### src/design/bga_pkg.sv
// ----------------------------------------------------------------------------
// bga_pkg
// Shared types, constants and command/status bundles of the gradient
// accumulator.
// ----------------------------------------------------------------------------
package bga_pkg;

   localparam int IN_SIZE_DEF   = 64;
   localparam int OUT_SIZE_DEF  = 64;
   localparam int MAX_BATCH_DEF = 256;

   localparam int VAL_W   = 16;   // Q3.12 samples
   localparam int PROD_W  = 32;   // Q7.24 products
   localparam int SUM_W   = 48;   // Q23.24 weight sums
   localparam int BIAS_W  = 32;   // Q19.12 bias sums
   localparam int MEAN_W  = 32;
   localparam int BATCH_W = 9;

   localparam logic [2:0] OP_CLEAR  = 3'd0;
   localparam logic [2:0] OP_ERROR  = 3'd1;
   localparam logic [2:0] OP_ACTIV  = 3'd2;
   localparam logic [2:0] OP_RD_WGT = 3'd3;
   localparam logic [2:0] OP_RD_BIAS = 3'd4;

   typedef struct packed {
      logic [2:0]              operation;
      logic [5:0]              row_index;
      logic [5:0]              col_index;
      logic signed [VAL_W-1:0] sample_value;
   } bga_req_type;

   typedef struct packed {
      logic signed [MEAN_W-1:0] gradient_mean;
      logic                     saturated;
   } bga_rsp_type;

   typedef struct packed {
      logic accept;      // capture the request word
      logic sweep;       // zero one accumulator entry, advance
      logic bias_wr;     // write error element and updated bias sum
      logic act_issue;   // issue one column of the outer product, advance
      logic div_start;   // load divider with the sum just read
      logic rsp_div;     // load result register from the divider
      logic rsp_zero;    // load result register with zero
   } bga_cmd_type;

   typedef struct packed {
      logic row_ok;
      logic col_ok;
      logic sweep_last;
      logic act_last;
      logic pipe_busy;
      logic div_done;
      logic rsp_free;
   } bga_status_type;

endpackage

### src/design/bga_ctrl.sv
// ----------------------------------------------------------------------------
// bga_ctrl
// Operation sequencer: clear sweep, bias update, outer-product row, mean read.
// ----------------------------------------------------------------------------
module bga_ctrl
(
   input  logic                     clock,
   input  logic                     reset,
   input  logic                     req_valid,
   output logic                     req_stall,
   input  logic [2:0]               req_op,
   input  bga_pkg::bga_status_type  status,
   output bga_pkg::bga_cmd_type     cmd
);
   import bga_pkg::*;

   typedef enum logic [10:0] {
      S_IDLE     = 11'b000_0000_0001,
      S_SWEEP    = 11'b000_0000_0010,
      S_BIAS_RD  = 11'b000_0000_0100,
      S_BIAS_WR  = 11'b000_0000_1000,
      S_ACT      = 11'b000_0001_0000,
      S_DRAIN    = 11'b000_0010_0000,
      S_MEM_RD   = 11'b000_0100_0000,
      S_DIV_LOAD = 11'b000_1000_0000,
      S_DIV      = 11'b001_0000_0000,
      S_OUT      = 11'b010_0000_0000,
      S_ZERO     = 11'b100_0000_0000
   } state_type;

   state_type state_ff, state_in;

   always_comb begin
      state_in  = state_ff;
      cmd       = '0;
      req_stall = 1'b1;
      unique case (state_ff)
         S_IDLE: begin
            req_stall  = 1'b0;
            cmd.accept = req_valid;
            if (req_valid) begin
               unique case (req_op)
                  OP_CLEAR:   state_in = S_SWEEP;
                  OP_ERROR:   state_in = status.col_ok ? S_BIAS_RD : S_IDLE;
                  OP_ACTIV:   state_in = status.row_ok ? S_ACT : S_IDLE;
                  OP_RD_WGT:  state_in = (status.row_ok && status.col_ok) ? S_MEM_RD : S_ZERO;
                  OP_RD_BIAS: state_in = status.col_ok ? S_MEM_RD : S_ZERO;
                  default:    state_in = S_IDLE;
               endcase
            end
         end
         S_SWEEP: begin
            cmd.sweep = 1'b1;
            if (status.sweep_last) begin
               state_in = S_IDLE;
            end
         end
         S_BIAS_RD: state_in = S_BIAS_WR;
         S_BIAS_WR: begin
            cmd.bias_wr = 1'b1;
            state_in    = S_IDLE;
         end
         S_ACT: begin
            cmd.act_issue = 1'b1;
            if (status.act_last) begin
               state_in = S_DRAIN;
            end
         end
         S_DRAIN: begin
            if (!status.pipe_busy) begin
               state_in = S_IDLE;
            end
         end
         S_MEM_RD: state_in = S_DIV_LOAD;
         S_DIV_LOAD: begin
            cmd.div_start = 1'b1;
            state_in      = S_DIV;
         end
         S_DIV: begin
            if (status.div_done) begin
               state_in = S_OUT;
            end
         end
         S_OUT: begin
            if (status.rsp_free) begin
               cmd.rsp_div = 1'b1;
               state_in    = S_IDLE;
            end
         end
         S_ZERO: begin
            if (status.rsp_free) begin
               cmd.rsp_zero = 1'b1;
               state_in     = S_IDLE;
            end
         end
         default: state_in = S_IDLE;
      endcase
   end

   // reset starts with a full clear sweep
   always_ff @(posedge clock) begin
      if (reset) begin
         state_ff <= S_SWEEP;
      end else begin
         state_ff <= state_in;
      end
   end

`ifndef NO_ASSERTIONS
   a_drain_after_row: assert property (@(posedge clock) disable iff (reset)
      (state_ff == S_ACT && status.act_last) |=> state_ff == S_DRAIN)
      else $error("row did not drain");
   a_idle_clean: assert property (@(posedge clock) disable iff (reset)
      (state_ff == S_IDLE) |-> !status.pipe_busy)
      else $error("idle with work in flight");
   a_div_out: assert property (@(posedge clock) disable iff (reset)
      (state_ff == S_DIV && status.div_done) |=> state_ff == S_OUT)
      else $error("quotient lost");
`endif
endmodule

### config.mk
export PLATFORM = sky130hd
export DESIGN_NAME = bga_ctrl
export DESIGN_NICKNAME = d
export VERILOG_FILES = /design/src/design/bga_pkg.sv /design/src/design/bga_ctrl.sv
export SDC_FILE = /design/constraint.sdc
export NUM_CORES = 1
export LEC_CHECK = 0
export ABC_AREA = 1
export BUFFER_PORTS_ARGS = -buffer_cell sky130_fd_sc_hd__buf_2
export CAP_MARGIN = 25
export CORE_UTILIZATION = 40
export CTS_BUF_LIST = sky130_fd_sc_hd__clkbuf_4 sky130_fd_sc_hd__clkbuf_8
export CTS_CLUSTER_DIAMETER = 120
export DETAILED_ROUTE_END_ITERATION = 10
export GPL_TIMING_DRIVEN = 1
export SYNTH_ARGS = -nofsm -noshare
export SYNTH_HDL_FRONTEND = slang
export SYNTH_SLANG_ARGS = --single-unit
### constraint.sdc
create_clock -name clock -period 1.3 [get_ports clock]
set_input_delay 0.13 -clock clock [delete_from_list [all_inputs] [get_ports clock]]
set_output_delay 0.13 -clock clock [all_outputs]
set_load 0.005 [all_outputs]
==> metrics.txt <==
Iteration-0 DRC Markers 31; die height between 50 and 60 um; Synth area leaders dfxtp_1 22%, nand2_1 13%, inv_1 10%; RD Place Congestion 0.882; remaining global-route overflow 0; Hold Crit Start reset; Max Cap Viol 0; Power per Cell Area between 1500 and 2000 mW/mm^2; crit-path max FO 4; Slew HR between 70% and 80%; LEAKAGE 0.808 nW; Syn Area/Cell 6.40 um^2; post-synth cell types 25; drt pass-1 iters 4; worst reg-to-reg setup slack -210 ps; Setup Crit Path Kind flop to output pin; largest register by flop count state_ff; Gate Count Post-Synth around 160; setup violators final 19; fill count about 200; Critical-path top delay cell dfxtp_4; post-layout min period 1530 ps; Seq cells post-synth 11; Fin Clk Skew between 2 and 2.5 ps; IO Port Bufs 20; antenna viol nets, final 0; post-synth top area cell dfxtp_1; final hold vios 0; count leader, synth nand2_1; FF-to-FF path depth 10; Hold Path End state_ff[4]; H-tree Lvls 1; global router's overall resource usage a little under a quarter; setup ws final -227 ps; Largest regs state_ff x11; most frequent cells after synthesis 36 x nand2_1, 28 x inv_1, 21 x nor2_1; top-level I/O count 21; Hold-fix buffers, CTS 0; drt drc 0; Area Overhead vs Synth 60.4%; largest net degree at the start of global routing 10; first-pass GRT wire length 4.46 mm; Min-Delay Path Depth 2; Fin Hold WS 54.7 ps; Starting Density around 44%; Yosys top cell area share roughly 22%; DPL Wire Length about 1.9 mm; CP arrival 1400 ps; Critical Path Sink Type output pin; ys async rst share 0%; initial antenna violation count 0; Ant. Diodes 0; yosys warns 0; Clock transition at path regs roughly 70 ps; area of the mapped netlist between 0.001 and 0.0015 mm^2; unrepaired setup endpoints after global routing yes; Detailed Route WL around 2.7 mm; Main synth FF type dfxtp_1; Num CTS Buffers 3; clk_lat worst skew ~270 ps; FF-to-FF Start state_ff[9]; CTS tree built; period utilization 117%; reg-to-reg endpoint state_ff[2]; WL per Instance between 10 and 15 um; via count 1,143; Seq/Total Area, Yosys between 20% and 30%; CTS Buffer Depth 2; CTS sink count 11; worst-path cell chain nor2_4 -> nand2_4 -> nor2_4 -> nand2_2 -> buf_6 -> inv_4 -> buf_6; number of synthesized flops with an enable pin 0; layout cells sized above 1 between 60% and 70%; highest clock rate 655 MHz; worst min-delay path category primary input to flop; # nets final approximately 220; max-slew violations 0; CP required 1170 ps; outcome finished, violations left; Setup TNS -3080 ps; CP peak stage delay around 370 ps; CTS root buf clkbuf_4; num rows 17; drt via density slightly below 5; failing checks negative setup slack; maximum vdd ir drop approximately 0.0012 V; Synthesized Nets between 150 and 200; Largest register FFs 11; die area 0.00272 mm^2; number of global-route vias before repair about 1,100; crit path launch type flop; worst slew pin tran around 340 ps; total power 3.16 mW; CORE AREA 0.00230 mm^2; die width around 52 um
## cells by family (layout without fill, tap and decap cells)
logic type / Yosys count / in the layout / share of synthesized area, %
and+or+nand+nor: 107 / 107 / 61.3
buffers and inverters: 31 / 82 / 11.6
DFF: 11 / 11 / 21.9
AOI/OAI and AO/OA: 8 / 8 / 5.23
## layout make-up
type,count,area [um^2],share of cell area (%)
multi-input cells,115,830,51.5
repair buffers,47,352,21.8
flip-flops and latches,11,239,14.8
inverters,31,126,7.84
well taps,28,35.0,2.17
clock buffers,4,30.0,1.86
## repair_timing
| action | in CTS | in global routing |
|---|---|---|
| endpoints found under the hold margin | 0 | 0 |
| endpoints found under the setup margin | 19 | 19 |
| cloned | 0 | 0 |
| gates resized for setup | 44 | 32 |
| pin swaps | 14 | 13 |
| setup buffers | 8 | 4 |
## worst max-delay path: cells and delay by family, from the launching register on
kind	cells	cell delay, ps
buf+inv	3	260
flops	1	370
simple gates	4	490
## cells in the final DEF (no fill, tap or decap), types with 2 or more instances in the layout
master	Yosys	routed
nor2_2	12	11
nor2_8	2	2
nor3_2	0	2
dfxtp_2	0	9
inv_4	0	2
dfxtp_4	0	2
buf_6	0	11
inv_1	28	21
nand3_2	3	2
nand3b_1	2	2
nand2_4	3	4
buf_4	0	19
a21oi_2	2	3
nor2_4	4	13
nor2_1	21	13
nand2_2	4	16
nor3_1	6	3
nand3_4	1	3
inv_2	2	6
nand3_1	9	8
o21ai_0	3	3
buf_2	0	17
nand2_1	36	23
clkbuf_4	0	4
## per-stage QoR
step | cells | setup WS, ps | cell area, um^2 | util [%]
after floorplan | 157 | 10.7 | 1000 | -
after global placement | 220 | -106 | 1250 | 54.5
after detailed placement | 220 | -116 | 1250 | 54.5
after CTS | 232 | -201 | 1470 | 63.9
after global routing | 236 | -279 | 1610 | 70.2
final | 236 | -227 | 1610 | 70.2
## metal layers
layer  wire (um)  GRT usage [%]  part of all wire (%)  up-vias
met5           0              0                     0        -
met4          51           13.1                   1.9        0
met3          86           3.80                   3.2        6
met2        1400           39.3                    52       24
met1        1130           26.3                    42      526
li1            -              -                     -      587
## power by group
part	internal [mW]	switching, mW
registers	0.444	0.108
clock network	0.140	0.124
logic	1.06	1.28
total	1.64	1.51
## how the worst max path moves through the flow
| stage | startpoint | endpoint | slack [ps] | cells after the start |
|---|---|---|---|---|
| finish | state_ff[10] | cmd[3] | -230 | 7 |
| CTS | state_ff[0] | cmd[2] | -200 | 7 |
| global route | state_ff[7] | cmd[3] | -280 | 7 |
| detailed placement | state_ff[1] | state_ff[7] | -120 | 10 |
| floorplan | state_ff[4] | state_ff[8] | 10 | 10 |
| global placement | state_ff[1] | state_ff[3] | -110 | 10 |
Power figures use the tool's default switching activity.
